### src/sv/assert_macros.svh
// ----------------------------------------------------------------------------
// Assertion macros
// Shared concurrent assertion wrappers, clocked on clk_i; one is disabled by reset rst_ni.
// ----------------------------------------------------------------------------
`ifndef ASSERT_MACROS_SVH
`define ASSERT_MACROS_SVH

// Checked only while out of reset.
`define MSCS_ASSERT(label, prop) \
  label: assert property (@(posedge clk_i) disable iff (!rst_ni) (prop)) \
    else $error("mscs assertion failed");

// Checked during reset as well.
`define MSCS_ASSERT_ALWAYS(label, prop) \
  label: assert property (@(posedge clk_i) (prop)) \
    else $error("mscs assertion failed");

`endif

### src/sv/mscs_pkg.sv
// ----------------------------------------------------------------------------
// mscs_pkg
// Types and constants of the multi-stage battery charge sequencer.
// ----------------------------------------------------------------------------
package mscs_pkg;

  localparam int unsigned DataW  = 16;
  localparam int unsigned CntW   = 8;
  localparam int unsigned MinW   = 12;
  localparam int unsigned PhaseW = 3;
  localparam int unsigned CfgIdxW = 3;

  localparam logic [CntW-1:0] StableTicks      = CntW'(200);
  localparam logic [CntW-1:0] CntMax           = '1;
  localparam logic [MinW-1:0] MinMax           = '1;
  localparam logic [MinW-1:0] BulkLimitMin     = MinW'(48 * 60);
  localparam logic [MinW-1:0] AbsorbLimitMin   = MinW'(8 * 60);
  localparam logic [MinW-1:0] EqualizeLimitMin = MinW'(30);

  typedef enum logic [PhaseW-1:0] {
    PH_START  = 3'd0,
    PH_CHECK  = 3'd1,
    PH_BULK   = 3'd2,
    PH_ABSORB = 3'd3,
    PH_EQUAL  = 3'd4,
    PH_MAINT  = 3'd5,
    PH_ERROR  = 3'd6
  } phase_e;

  typedef enum logic [CfgIdxW-1:0] {
    CFG_MIN_BATTERY_VOLTAGE = 3'd0,
    CFG_BULK_VOLTAGE        = 3'd1,
    CFG_EQUALIZE_VOLTAGE    = 3'd2,
    CFG_FLOAT_VOLTAGE       = 3'd3,
    CFG_BULK_CURRENT        = 3'd4,
    CFG_LOW_CURRENT         = 3'd5,
    CFG_VOLTAGE_DROP_MARGIN = 3'd6,
    CFG_IDLE_CURRENT        = 3'd7
  } cfg_idx_e;

  typedef struct packed {
    logic [DataW-1:0] min_battery_voltage;
    logic [DataW-1:0] bulk_voltage;
    logic [DataW-1:0] equalize_voltage;
    logic [DataW-1:0] float_voltage;
    logic [DataW-1:0] bulk_current;
    logic [DataW-1:0] low_current;
    logic [DataW-1:0] voltage_drop_margin;
    logic [DataW-1:0] idle_current;
  } cfg_t;

  typedef struct packed {
    phase_e           phase;
    logic [CntW-1:0]  stable_count;
    logic [MinW-1:0]  phase_minutes;
    logic [DataW-1:0] voltage_command;
    logic [DataW-1:0] current_command;
  } chg_state_t;

endpackage

### src/sv/multi_stage_battery_charge_sequencer.sv
// ----------------------------------------------------------------------------
// multi_stage_battery_charge_sequencer
// Lead-acid charge phase sequencer with voltage and current setpoints.
// ----------------------------------------------------------------------------
// One transaction per control tick in, one result transaction out. A tick is
// captured in an input register and evaluated by the combinational phase
// logic into the result register, so a result passes through the input
// register and then the result register, and a new transaction is taken every
// cycle while the result side does not stall; the phase state registers are
// updated in the same cycle that the result register is loaded. While a
// result waits, one more transaction is still taken into the input register.
`include "assert_macros.svh"

module multi_stage_battery_charge_sequencer import mscs_pkg::*; (
  input  logic                 clk_i,
  input  logic                 rst_ni,
  input  logic                 cfg_we_i,
  input  logic [CfgIdxW-1:0]   cfg_index_i,
  input  logic [DataW-1:0]     cfg_wdata_i,
  input  logic                 in_valid_i,
  output logic                 in_stall_o,
  input  logic [DataW-1:0]     battery_voltage_i,
  input  logic [DataW-1:0]     battery_current_i,
  input  logic                 duty_at_minimum_i,
  input  logic                 minute_tick_i,
  input  logic                 restart_i,
  output logic                 out_valid_o,
  input  logic                 out_stall_i,
  output logic [DataW-1:0]     voltage_setpoint_o,
  output logic [DataW-1:0]     current_setpoint_o,
  output logic [PhaseW-1:0]    charge_phase_o
);

  cfg_t             cfg_q;
  chg_state_t       state_q, state_d;

  logic             s1_valid_q;
  logic [DataW-1:0] s1_volt_q, s1_curr_q;
  logic             s1_duty_q, s1_minute_q, s1_restart_q;

  logic             out_valid_q;
  logic [DataW-1:0] out_volt_q, out_curr_q;
  logic [PhaseW-1:0] out_phase_q;

  logic             out_ready;
  logic             advance;
  logic             in_accept;
  logic             bulk_entry;

  assign out_ready  = !out_valid_q || !out_stall_i;
  assign advance    = s1_valid_q && out_ready;
  assign in_stall_o = s1_valid_q && !out_ready;
  assign in_accept  = in_valid_i && !in_stall_o;

  always_ff @(posedge clk_i or negedge rst_ni) begin
    if (!rst_ni) begin
      cfg_q.min_battery_voltage <= DataW'(500);
      cfg_q.bulk_voltage        <= DataW'(1600);
      cfg_q.equalize_voltage    <= DataW'(1670);
      cfg_q.float_voltage       <= DataW'(1470);
      cfg_q.bulk_current        <= DataW'(600);
      cfg_q.low_current         <= DataW'(100);
      cfg_q.voltage_drop_margin <= DataW'(50);
      cfg_q.idle_current        <= '0;
    end else if (cfg_we_i) begin
      case (cfg_idx_e'(cfg_index_i))
        CFG_MIN_BATTERY_VOLTAGE: cfg_q.min_battery_voltage <= cfg_wdata_i;
        CFG_BULK_VOLTAGE:        cfg_q.bulk_voltage        <= cfg_wdata_i;
        CFG_EQUALIZE_VOLTAGE:    cfg_q.equalize_voltage    <= cfg_wdata_i;
        CFG_FLOAT_VOLTAGE:       cfg_q.float_voltage       <= cfg_wdata_i;
        CFG_BULK_CURRENT:        cfg_q.bulk_current        <= cfg_wdata_i;
        CFG_LOW_CURRENT:         cfg_q.low_current         <= cfg_wdata_i;
        CFG_VOLTAGE_DROP_MARGIN: cfg_q.voltage_drop_margin <= cfg_wdata_i;
        CFG_IDLE_CURRENT:        cfg_q.idle_current        <= cfg_wdata_i;
        default: ;
      endcase
    end
  end

  // input register
  always_ff @(posedge clk_i or negedge rst_ni) begin
    if (!rst_ni) begin
      s1_valid_q <= 1'b0;
    end else if (in_accept) begin
      s1_valid_q <= 1'b1;
    end else if (advance) begin
      s1_valid_q <= 1'b0;
    end
  end

  always_ff @(posedge clk_i) begin
    if (in_accept) begin
      s1_volt_q    <= battery_voltage_i;
      s1_curr_q    <= battery_current_i;
      s1_duty_q    <= duty_at_minimum_i;
      s1_minute_q  <= minute_tick_i;
      s1_restart_q <= restart_i;
    end
  end

  mscs_step u_step (
    .state_i           (state_q),
    .cfg_i             (cfg_q),
    .battery_voltage_i (s1_volt_q),
    .battery_current_i (s1_curr_q),
    .duty_at_minimum_i (s1_duty_q),
    .minute_tick_i     (s1_minute_q),
    .restart_i         (s1_restart_q),
    .state_o           (state_d)
  );

  always_ff @(posedge clk_i or negedge rst_ni) begin
    if (!rst_ni) begin
      state_q.phase           <= PH_CHECK;
      state_q.stable_count    <= '0;
      state_q.phase_minutes   <= '0;
      state_q.voltage_command <= '0;
      state_q.current_command <= '0;
      out_valid_q             <= 1'b0;
    end else begin
      if (advance) begin
        state_q <= state_d;
      end
      out_valid_q <= advance || (out_valid_q && out_stall_i);
    end
  end

  // result register
  always_ff @(posedge clk_i) begin
    if (advance) begin
      out_volt_q  <= state_d.voltage_command;
      out_curr_q  <= state_d.current_command;
      out_phase_q <= state_d.phase;
    end
  end

  assign out_valid_o        = out_valid_q;
  assign voltage_setpoint_o = out_volt_q;
  assign current_setpoint_o = out_curr_q;
  assign charge_phase_o     = out_phase_q;

  assign bulk_entry = advance && !s1_restart_q && (state_q.phase == PH_CHECK) &&
                      (state_d.phase == PH_BULK);

  `MSCS_ASSERT_ALWAYS(a_stall_needs_item, !in_stall_o || s1_valid_q)
  `MSCS_ASSERT(a_restart_to_start, (advance && s1_restart_q) |=> (out_phase_q == PH_START))
  `MSCS_ASSERT(a_bulk_entry_clears, bulk_entry |=> (state_q.stable_count == '0))
  `MSCS_ASSERT(a_bulk_entry_timer, bulk_entry |=> (state_q.phase_minutes == '0))
  `MSCS_ASSERT(a_result_from_item, $rose(out_valid_q) |-> $past(s1_valid_q))

endmodule

### src/sv/mscs_step.sv
// ----------------------------------------------------------------------------
// mscs_step
// Next-state logic of the charge sequencer for one control tick.
// ----------------------------------------------------------------------------
module mscs_step import mscs_pkg::*; (
  input  chg_state_t       state_i,
  input  cfg_t             cfg_i,
  input  logic [DataW-1:0] battery_voltage_i,
  input  logic [DataW-1:0] battery_current_i,
  input  logic             duty_at_minimum_i,
  input  logic             minute_tick_i,
  input  logic             restart_i,
  output chg_state_t       state_o
);

  logic             cond;
  logic [CntW-1:0]  cnt_next;
  logic             settled;
  logic [MinW-1:0]  min_next;
  logic [DataW-1:0] maint_thr;

  assign min_next = (minute_tick_i && (state_i.phase_minutes != MinMax)) ?
                    state_i.phase_minutes + MinW'(1) : state_i.phase_minutes;

  assign maint_thr = (cfg_i.float_voltage > cfg_i.voltage_drop_margin) ?
                     cfg_i.float_voltage - cfg_i.voltage_drop_margin : '0;

  always_comb begin
    case (state_i.phase)
      PH_START:  cond = 1'b1;
      PH_CHECK:  cond = battery_voltage_i >= cfg_i.min_battery_voltage;
      PH_BULK:   cond = battery_voltage_i >= cfg_i.float_voltage;
      PH_ABSORB: cond = battery_current_i <= cfg_i.low_current;
      PH_EQUAL:  cond = battery_voltage_i >= cfg_i.equalize_voltage;
      PH_MAINT:  cond = battery_voltage_i < maint_thr;
      default:   cond = 1'b0;
    endcase
  end

  assign cnt_next = !cond ? '0 :
                    (state_i.stable_count == CntMax) ? CntMax :
                    state_i.stable_count + CntW'(1);
  assign settled  = cnt_next > StableTicks;

  always_comb begin
    state_o = state_i;
    if (restart_i) begin
      state_o.phase = PH_START;
    end else begin
      state_o.phase_minutes = min_next;
      case (state_i.phase)
        PH_START: begin
          state_o.voltage_command = '0;
          state_o.current_command = cfg_i.idle_current;
          state_o.stable_count    = cnt_next;
          if (settled && duty_at_minimum_i) begin
            state_o.phase        = PH_CHECK;
            state_o.stable_count = '0;
          end
        end
        PH_CHECK: begin
          state_o.stable_count = cnt_next;
          if (settled) begin
            state_o.voltage_command = cfg_i.bulk_voltage;
            state_o.current_command = cfg_i.bulk_current;
            state_o.stable_count    = '0;
            state_o.phase_minutes   = '0;
            state_o.phase           = PH_BULK;
          end
        end
        PH_BULK: begin
          state_o.stable_count = cnt_next;
          if (settled) begin
            state_o.stable_count    = '0;
            state_o.voltage_command = cfg_i.bulk_voltage;
            state_o.phase_minutes   = '0;
            state_o.phase           = PH_ABSORB;
          end else if (min_next > BulkLimitMin) begin
            state_o.phase = PH_ERROR;
          end
        end
        PH_ABSORB: begin
          state_o.stable_count = cnt_next;
          if (settled) begin
            state_o.voltage_command = cfg_i.float_voltage;
            state_o.current_command = cfg_i.low_current;
            state_o.stable_count    = '0;
            state_o.phase_minutes   = '0;
            state_o.phase           = PH_MAINT;
          end else if (min_next > AbsorbLimitMin) begin
            state_o.voltage_command = cfg_i.equalize_voltage;
            state_o.current_command = cfg_i.low_current;
            state_o.stable_count    = '0;
            state_o.phase_minutes   = '0;
            state_o.phase           = PH_EQUAL;
          end
        end
        PH_EQUAL: begin
          state_o.stable_count = cnt_next;
          if (settled) begin
            state_o.voltage_command = cfg_i.float_voltage;
            state_o.stable_count    = '0;
            state_o.phase           = PH_MAINT;
          end
          // timeout wins over the settled transition
          if (min_next > EqualizeLimitMin) begin
            state_o.phase = PH_CHECK;
          end
        end
        PH_MAINT: begin
          state_o.stable_count = cnt_next;
          if (settled) begin
            state_o.stable_count = '0;
            state_o.phase        = PH_CHECK;
          end
        end
        default: begin
          state_o.voltage_command = '0;
          state_o.current_command = '0;
        end
      endcase
    end
  end

endmodule

### config.mk
export PLATFORM = sky130hd
export DESIGN_NAME = multi_stage_battery_charge_sequencer
export DESIGN_NICKNAME = d
export VERILOG_FILES = /design/src/sv/mscs_pkg.sv /design/src/sv/multi_stage_battery_charge_sequencer.sv /design/src/sv/mscs_step.sv
export VERILOG_INCLUDE_DIRS = /design/src /design/src/sv
export SDC_FILE = /design/constraint.sdc
export NUM_CORES = 1
export LEC_CHECK = 0
export BUFFER_PORTS_ARGS = -buffer_cell sky130_fd_sc_hd__buf_4
export CORE_MARGIN = 1
export CORE_UTILIZATION = 40
export DETAILED_ROUTE_END_ITERATION = 10
export GPL_ROUTABILITY_DRIVEN = 0
export PLACE_DENSITY_LB_ADDON = 0.08
export SLEW_MARGIN = 20
export SYNTH_ARGS = -nofsm -noshare
export SYNTH_HDL_FRONTEND = slang
export SYNTH_SLANG_ARGS = --single-unit
### constraint.sdc
create_clock -name clk_i -period 5.5 [get_ports clk_i]
set_input_delay 0.275 -clock clk_i [delete_from_list [all_inputs] [get_ports clk_i]]
set_output_delay 0.275 -clock clk_i [all_outputs]
set_load 0.02 [all_outputs]
==> results of run 1 <==
[logic make-up (layout without fill, tap and decap cells)]
family                     count (synthesis)  in the layout
and+or+nand+nor                          394            394
DFF                                      255            255
buffers and inverters                    195            363
AOI/OAI and AO/OA                        355            355
adders and majority gates                 98             98
muxes                                    139            139
xor gates and xnor gates                  23             23
[cell usage after synthesis (5+ instances only)]
cell type / number / area share
edfxtp_1: 70 / 0.14
nand2_1: 142 / 0.035
a211oi_1: 12 / 0.0060
a21oi_1: 81 / 0.027
a22oi_1: 7 / 0.0035
o31ai_1: 8 / 0.0040
nand3_1: 48 / 0.016
buf_2: 10 / 0.0033
mux2_2: 104 / 0.078
a31oi_1: 9 / 0.0037
dfrtp_1: 152 / 0.25
a211o_1: 5 / 0.0029
xnor2_1: 10 / 0.0058
dfstp_2: 33 / 0.058
and4_1: 6 / 0.0035
ha_1: 97 / 0.081
a31o_2: 5 / 0.0029
a22o_1: 34 / 0.020
nand3b_1: 6 / 0.0030
nand2b_1: 11 / 0.0046
and3_1: 11 / 0.0046
o21ai_0: 84 / 0.028
nand4_1: 25 / 0.010
nor2_1: 88 / 0.022
o21bai_1: 20 / 0.010
o21a_1: 9 / 0.0045
nor3_1: 13 / 0.0043
nor2b_1: 8 / 0.0033
mux2i_1: 35 / 0.023
buf_4: 6 / 0.0030
buf_6: 9 / 0.0067
o211ai_1: 13 / 0.0065
xor2_1: 13 / 0.0076
a221o_1: 8 / 0.0053
inv_1: 122 / 0.030
a21o_1: 10 / 0.0050
a32o_1: 5 / 0.0033
clkbuf_1: 38 / 0.0095
[registers in the layout, summed over array words and instances (netlist names)]
name / count
cfg_q: 128
charge_phase_o: 3
current_setpoint_o: 16
out_valid_o: 1
s1_curr_q: 16
s1_duty_q: 1
s1_minute_q: 1
s1_restart_q: 1
s1_valid_q: 1
s1_volt_q: 16
state_q: 55
voltage_setpoint_o: 16
[area by class of cell]
class | instances | area share
sequential | 255 | 0.379
multi-input combinational | 1009 | 0.418
timing repair buffer | 181 | 0.0861
clock inverter | 9 | 0.00623
inverter | 124 | 0.0260
tap | 468 | 0.0327
clock buffer | 49 | 0.0527
[stage by stage]
step / cells / cell area, sq um / power (mW) / setup slack, ns / hold WS (ns)
6_report: 2095 / 17900 / 6.33 / 0.326 / 0.0267
3_3_place_gp: 1987 / 16200 / 4.16 / -0.00308 / 0.451
4_1_cts: 2094 / 17800 / 6.36 / 0.0631 / 0.000867
2_1_floorplan: 1459 / 15000 / 3.66 / 0.627 / -0.0206
3_5_place_dp: 1987 / 16200 / 4.20 / -0.0999 / 0.454
5_1_grt: 2095 / 17900 / 6.71 / 0.0178 / 0.0160
[layer usage]
metal	GRT usage	routed length, microns	vias to the layer above
li1	-	-	5578
met1	0.334	21100	5786
met2	0.370	20100	315
met3	0.0375	2420	53
met4	0.0613	943	0
met5	0	0	-
[path summary, 6_finish.rpt]
kind | start | end | cells past startpoint
setup / recovery | cfg_q[17] | current_setpoint_o[0] | 22
hold / removal | cfg_wdata_i[14] | cfg_q[126] | 3
setup reg to reg | cfg_q[17] | current_setpoint_o[0] | 22
hold reg to reg | cfg_q[1] | cfg_q[1] | 1
max in group asynchronous | rst_ni | cfg_q[113] | 3
min in group asynchronous | rst_ni | state_q[28] | 2
[where the power goes]
group / internal, mW / switching, mW / leakage (nW)
registers: 2.31 / 0.263 / 2.93
logic: 0.771 / 0.898 / 4.05
clock network: 1.27 / 0.829 / 0.519
total: 4.35 / 1.99 / 7.50
[critical path, delay by kind of cell, from the launching register on]
kind                     cells  cell delay (ns)
flip-flops                   1             0.53
buffers and inverters        2             0.27
AND/OR/NAND/NOR              4             0.39
adder cells (fa/ha/maj)      2             0.79
XOR/XNOR                     1             0.14
AO/OA/AOI/OAI               13             2.78
[repair_timing]
item,4_1_cts,5_1_grt
hold endpoints to repair,127,0
setup endpoints to repair,40,80
setup buffers,2,1
pin swaps,2,5
gates cloned,2,0
resized for setup,4,8
hold buffers,45,0
==> results.ini, run 1 <==
[sta]
setup-tns-final_ns=0
tightest_slew_ns=1.09
fin_skew_ns=0.0114
hold_violations=0
slew_headroom=0.271
fmax_mhz=193
timing.final.crit_share=0.941
drv_slew=0
setup_viol=0
fin_crit_ns=5.17
rsz0062_at_grt=no

[floorplan]
die_w_microns=196
fp.coreArea_sq_um=36800
rows=70
io_pins=96
die_y_microns=196
initial_utilization=0.408
die-area_sq_um=38300

[global_route]
grt_max_degree=102
antenna_found_initial=0
grt_pass1_vias=11590
grt_remaining_overflow=0
grt_pass1_wl_microns=69100
grtUsageTotal=0.234

[logic_synthesis]
syn_area_sq_um=15000
synth_xor_area_frac=0.0134
synthSimpleGateAreaFrac=0.129
synthMuxAreaShare=0.101
synthDistinctLibCells=94
synthAdderAreaFrac=0.0821
synth_seq_cells=255
synthArstFlopShare=0.725
ys_seq_area_frac=0.451
synth_compound_area_frac=0.165
synthFlopType=dfrtp_1
synth_top_family_by_area=compound AO/OA/AOI/OAI gates
yosysWarnings=0
synth_edf_count=70
syn_area_per_cell_sq_um=10.3
synth_nets=1616
syn_inst=1459

[clock_tree]
clock-sinks=255
clock_path_buffers=3
clkSlewWorstSetupHoldPaths_ns=0.06
clkLatencyLatePin_ns=0.59
numCtsBuffers=31
cts_root_buf=clkbuf_16
h-tree-depth=1
cts_tree=built

[detailed_routing]
initialDrtViolationCount=637
first_pass_iters=5
detail-route-antenna-nets=0
route.vias.total=11732
routedWlPerCell_microns=21.3
route.detailed.drc=0
drt-total-wl_microns=44600
vias_per_cell=5.60

[worst_setup_path]
critPathKind=reg -> reg
startpoint_type=flop
critPathMaxStageDelay_ns=0.53
critPathRequiredTime_ns=5.83
endpoint_kind=flop
cp_max_fo=16
cp.arrival_ns=5.51
path_cells=inv_1 -> fa_1 -> a211oi_2 -> o21ai_0 -> a31oi_1 -> o21ai_1 -> a21o_1 -> a21oi_2 -> o21bai_1 -> xor2_1 -> nand2_1 -> ha_1 -> nand4_1 -> nor4_2 -> a211oi_1 -> o211ai_1 -> a31o_2 -> a31oi_4 -> buf_12 -> nand2_2 -> a31o_4 -> a221o_1
r2r_setup_slack_ns=0.33
cp_slowest_cell=dfstp_2

[place]
port_buffers=95
hpwlAfterDp_microns=31400

[layout]
nets=1759
antenna_cells=0
mostFrequentLayoutCells=dfrtp_1, nand2_1, buf_4
multi_input_area_sq_um=7470
syn2layout_area_growth_pct=19.1
n_fill_cell=3412
final_common_cell=dfrtp_1
final_util=0.486
register_area_sq_um=6770
drive_gt1_frac=0.233

[min_path]
hp-class=in -> reg

[status]
outcome=finished clean

[pwr]
p_leak_nw=7.50
powerDensity_nw_per_um2=354
peakVddDrop_v=0.000235

[run]
drv_cap=0

Power figures use the tool's default switching activity.
==> run 2, diff against run 1 <==
- CORE_UTILIZATION: 40 -> 25
==> results.ini, run 2 (synthesis results as in run 1) <==
[global_route]
use_met3=0.0206  ; -0.0169
met2_usage=0.268  ; -0.102
grt_pass1_vias=11713  ; +1.1%
grtUsageTotal=0.169  ; -0.0649
grt_remaining_overflow=0  ; unchanged
globalRouteMet1Util=0.242  ; -0.0914
gr-max-usage-layer=met2
antenna_found_initial=1  ; +1
grt_pass1_wl_microns=76900  ; +11%
grt_max_degree=110  ; +7.8%

[sta]
drv_slew=0  ; unchanged
hold_violations=0  ; unchanged
fin_skew_ns=0.0186  ; +0.00713 ns
setup-tns-final_ns=0  ; unchanged
slew_headroom=0.254  ; -0.0161
fmax_mhz=195  ; +1.0%
rsz0062_at_grt=no
setup_viol=0  ; unchanged
fin_crit_ns=5.12  ; -0.0523 ns
tightest_slew_ns=1.12  ; +0.0313 ns
timing.final.crit_share=0.931  ; -0.00951

[clock_tree]
clock_path_buffers=3  ; unchanged
h-tree-depth=2  ; +1
clkSlewWorstSetupHoldPaths_ns=0.06  ; about the same
clkLatencyLatePin_ns=0.56  ; -0.03 ns
cts_root_buf=clkbuf_16
cts_tree=built
numCtsBuffers=36  ; +16%
clock-sinks=255  ; unchanged

[floorplan]
io_pins=96  ; unchanged
initial_utilization=0.254  ; -0.155
die-area_sq_um=61100  ; +59%
rows=89  ; +27%
die_w_microns=247  ; +26%
fp.coreArea_sq_um=59200  ; +61%
die_y_microns=247  ; +26%

[detailed_routing]
route.vias.total=11578  ; -1.3%
routedWlPerCell_microns=21.1  ; -0.71%
detail-route-antenna-nets=0  ; unchanged
drt-total-wl_microns=51000  ; +14%
vias_per_cell=4.80  ; -14%
initialDrtViolationCount=590  ; -7.4%
route.detailed.drc=10  ; +10
first_pass_iters=8  ; +3

[worst_setup_path]
timing.rr.start=cfg_q[17]
r2r_setup_slack_ns=0.38  ; +0.05 ns
endpoint_kind=flop
cp_max_fo=13  ; -3
r2r-end=voltage_setpoint_o[7]
r2r_cells=22  ; unchanged
critPathRequiredTime_ns=5.80  ; -0.03 ns
startpoint_type=flop
cp.arrival_ns=5.42  ; -0.09 ns
critPathKind=reg -> reg

[run]
drv_cap=0  ; unchanged

[min_path]
hp-class=in -> reg
worstHoldPathCells=3  ; unchanged
hold_path_end=cfg_q[118]
worstHoldStart=cfg_wdata_i[6]

[layout]
nets=1770  ; +0.63%
largest_reg_flops=128  ; unchanged
top_regs=cfg_q (128), state_q (55)
antenna_cells=0  ; unchanged
final_common_cell=dfrtp_1
top_register=cfg_q
syn2layout_area_growth_pct=22.6
drive_gt1_frac=0.241  ; +0.00776
mostFrequentLayoutCells=dfrtp_1, nand2_1, buf_4

[status]
violations=DRC
outcome=finished, violations left

[pwr]
p_sw_mw=2.15  ; +7.8%
powerDensity_nw_per_um2=356  ; +0.57%
power.internal_mw=4.42  ; +1.6%
p_leak_nw=7.57  ; +0.89%
peakVddDrop_v=0.000195  ; -17%
seq_power_share=0.395  ; -0.011
pwr-share-clk=0.349  ; +0.018
switching_share=0.327  ; +0.0129
pwr-share-comb=0.256  ; -0.007
p_total_mw=6.56  ; +3.6%

[place]
hpwlAfterDp_microns=36200  ; +15%
port_buffers=95  ; unchanged

==> run 2: layout make-up <==
class,instances,area [sq um]
inverter,124,465
multi-input combinational,1011,7520
clock buffer,49,960
tap,773,967
sequential,255,6770
clock inverter,17,176
timing repair buffer,185,1570
fill,6117,40800
==> run 2: stage by stage <==
| step | instances | worst slack, ns | hold slack (ns) | util | instance area [sq um] |
|---|---|---|---|---|---|
| after floorplan | 1459 | 0.627 | -0.0206 | - | 15000 |
| after global placement | 2300 | 0.0990 | 0.391 | 0.282 | 16700 |
| after detailed placement | 2301 | 0.0151 | 0.387 | 0.282 | 16700 |
| after CTS | 2409 | 0.0583 | 0.000108 | 0.309 | 18300 |
| after global routing | 2414 | 0.0194 | 0.0354 | 0.311 | 18400 |
| final | 2414 | 0.379 | 0.0341 | 0.311 | 18400 |
==> run 2: metal layers <==
| layer | vias up | wire (microns) |
|---|---|---|
| met5 | - | 0 |
| met3 | 53 | 1650 |
| met2 | 183 | 23300 |
| met1 | 5726 | 25100 |
| li1 | 5616 | - |
| met4 | 0 | 926 |
==> run 2: power groups by stage <==
stage | Clock, mW | Combinational, mW | Sequential [mW]
floorplan | 0 | 1.13 | 2.53
finish | 2.29 | 1.68 | 2.59
global placement | 0 | 1.63 | 2.63
CTS | 2.38 | 1.68 | 2.59
global route | 2.44 | 1.91 | 2.63
detailed placement | 0 | 1.64 | 2.63
==> run 2: critical path: stages, from the launching register on <==
cell	delay [ns]
dfstp_2	0.52
inv_1	0.07
ha_1	0.31
nor2b_1	0.14
o21ai_1	0.20
a21oi_2	0.13
o21a_1	0.20
a21oi_1	0.27
o21bai_1	0.10
a21oi_1	0.20
xnor2_1	0.14
nand2_1	0.07
ha_1	0.31
a21o_1	0.18
a21o_1	0.17
a21oi_1	0.25
o211ai_1	0.12
a31o_2	0.32
a31oi_4	0.26
buf_12	0.20
nand2_2	0.15
a31o_4	0.31
a22o_1	0.24
==> run 2: repair_timing <==
action / in CTS / in global routing
hold buffers: 40 / 0
endpoints found under the hold margin: 93 / 0
gates resized for setup: 3 / 12
pin swaps: 1 / 5
endpoints found under the setup margin: 16 / 80
buffers inserted: 1 / 2
cloned: 1 / 3
==> run 2: worst max path at each step <==
| stage | from | to | slack [ns] |
|---|---|---|---|
| after global routing | cfg_q[64] | current_setpoint_o[15] | 0.02 |
| after floorplan | cfg_q[64] | current_setpoint_o[11] | 0.63 |
| after detailed placement | cfg_q[17] | current_setpoint_o[5] | 0.02 |
| after CTS | cfg_q[16] | voltage_setpoint_o[1] | 0.06 |
| after global placement | cfg_q[64] | voltage_setpoint_o[10] | 0.1 |
| final | cfg_q[17] | voltage_setpoint_o[7] | 0.38 |
==> run 3, diff against run 2 <==
- CAP_MARGIN: not set -> 20
- SKIP_LAST_GASP: not set -> 1
- clock period: 5.5 -> 6 ns (I/O delays scaled with it)
==> results.ini, run 3 (synthesis results as in run 1) <==
[status]
outcome=finished, violations left
violations=DRC

[global_route]
antenna_found_initial=1  ; unchanged
grt_max_degree=95  ; -14%
gr-max-usage-layer=met2
grt_pass1_vias=11563  ; -1.3%
grt_pass1_wl_microns=75800  ; -1.4%
met2_usage=0.263  ; -0.00527
grtUsageTotal=0.168  ; -0.00101
use_met3=0.0221  ; +0.00152
grt_remaining_overflow=0  ; unchanged
globalRouteMet1Util=0.241  ; -0.00140

[layout]
drive_gt1_frac=0.225  ; -0.0157
final_common_cell=dfrtp_1
final_util=0.306  ; -0.00452
syn2layout_area_growth_pct=20.9
n_fill_cell=6205  ; +1.4%
top_register=cfg_q
nets=1743  ; -1.5%
mostFrequentLayoutCells=dfrtp_1, nand2_1, inv_1
top_regs=cfg_q (128), state_q (55)
largest_reg_flops=128  ; unchanged
antenna_cells=0  ; unchanged
final_area_sq_um=18200  ; -1.5%

[sta]
fmax_mhz=180  ; -8.0%
timing.final.crit_share=0.927  ; -0.00379
drv_slew=0  ; unchanged
tightest_slew_ns=1.07  ; -0.0451 ns
hold_violations=0  ; unchanged
fin_skew_ns=0.0298  ; +0.0113 ns
setup_viol=0  ; unchanged
rsz0062_at_grt=no
fin_crit_ns=5.56  ; +0.443 ns
setup-tns-final_ns=0  ; unchanged
slew_headroom=0.285  ; +0.0301
hold-worst-slack_ns=0.0667  ; +0.0326 ns
setup_slack_ns=0.436  ; +0.0572 ns

[worst_setup_path]
critPathKind=reg -> reg
critPathRequiredTime_ns=6.29  ; +0.49 ns
r2r_cells=24  ; +9.1%
endpoint_kind=flop
startpoint_type=flop
cp_max_fo=27  ; +14
cp_slowest_cell=fa_1
cp.arrival_ns=5.85  ; +0.43 ns
path_cells=inv_1 -> ha_1 -> inv_1 -> fa_1 -> a211oi_2 -> o21ai_0 -> a31oi_2 -> o21ai_0 -> a21o_1 -> a21oi_1 -> o21bai_1 -> xor2_1 -> nand2_1 -> ha_1 -> nand4_1 -> nor4_2 -> a211oi_1 -> o211ai_1 -> a31o_2 -> a31oi_4 -> buf_8 -> nand2_2 -> a31o_1 -> a221o_1
worst-path-buf-inv=3  ; +1
critPathTopFamily=compound AO/OA/AOI/OAI gates
critPathMaxStageDelay_ns=0.42  ; -0.10 ns
timing.rr.start=cfg_q[64]
r2r_setup_slack_ns=0.44  ; +0.06 ns
r2r-end=current_setpoint_o[4]

[min_path]
worstHoldPathCells=3  ; unchanged
hp-class=in -> reg
worstHoldStart=cfg_wdata_i[10]
hold_path_end=cfg_q[90]

[clock_tree]
clkLatencyLatePin_ns=0.56  ; about the same
cts_root_buf=clkbuf_16
clkSlewWorstSetupHoldPaths_ns=0.06  ; about the same
h-tree-depth=2  ; unchanged
cts_tree=built
clock-sinks=255  ; unchanged
clock_path_buffers=3  ; unchanged
numCtsBuffers=35  ; -2.8%

[floorplan]
die-area_sq_um=61100  ; unchanged
initial_utilization=0.254  ; unchanged
io_pins=96  ; unchanged
rows=89  ; unchanged
die_y_microns=247  ; unchanged
die_w_microns=247  ; unchanged
fp.coreArea_sq_um=59200  ; unchanged

[run]
drv_cap=0  ; unchanged

[detailed_routing]
first_pass_iters=8  ; unchanged
initialDrtViolationCount=608  ; +3.1%
drt-total-wl_microns=50500  ; -1.1%
route.vias.total=11501  ; -0.67%
routedWlPerCell_microns=21.1  ; about the same
detail-route-antenna-nets=0  ; unchanged
route.detailed.drc=10  ; unchanged
vias_per_cell=4.82  ; +0.50%

[place]
port_buffers=95  ; unchanged
dpl-instance-area_sq_um=16500  ; -0.89%
hpwlAfterDp_microns=36200  ; about the same
pre_cts_ws_ns=0.272  ; +0.257 ns

[pwr]
p_leak_nw=7.43  ; -1.8%
peakVddDrop_v=0.000201  ; +3.2%
powerDensity_nw_per_um2=330  ; -7.3%

[run 3: worst min-delay path: stages]
cell	delay (ns)
buf_4	0.18
nand2_1	0.07
o21ai_0	0.07
[run 3: how the worst max path moves through the flow]
stage,from,to,slack [ns],cells past startpoint
final,cfg_q[64],current_setpoint_o[4],0.44,24
after global routing,cfg_q[64],current_setpoint_o[11],0.02,24
after CTS,cfg_q[64],state_q[29],0.22,24
after detailed placement,cfg_q[64],state_q[29],0.27,24
after global placement,cfg_q[64],current_setpoint_o[12],0.31,23
after floorplan,cfg_q[64],current_setpoint_o[11],1.13,25
[run 3: through the flow]
stage	power, mW	std cells
2_1_floorplan	3.35	1459
3_3_place_gp	3.87	2280
3_5_place_dp	3.89	2281
4_1_cts	6.08	2383
5_1_grt	6.37	2386
6_report	6.00	2386
[run 3: final cells by class]
cell class              count  area [sq um]  share of cell area
multi-input cells        1009          7460               0.411
flip-flops and latches    255          6770               0.373
repair buffers            161          1350              0.0743
clock buffers              51           987              0.0544
well taps                 773           967              0.0533
inverters                 124           465              0.0256
clock inverters            13           156             0.00861
[run 3: metal layers]
layer / vias to the layer above / wire (microns)
li1: 5548 / -
met1: 5685 / 24900
met2: 208 / 22800
met3: 60 / 1720
met4: 0 / 1120
met5: - / 0
[run 3: report_power, final]
group | leakage, nW | internal [mW] | total (mW) | switching, mW
sequential | 2.93 | 2.12 | 2.39 | 0.276
combinational | 3.95 | 0.676 | 1.48 | 0.803
clock | 0.550 | 1.28 | 2.12 | 0.846
[run 3: repair_timing]
item,in CTS,in global routing
buffers inserted,0,1
resized for setup,0,7
endpoints found under the hold margin,110,0
setup endpoints to repair,0,77
hold buffers,38,0
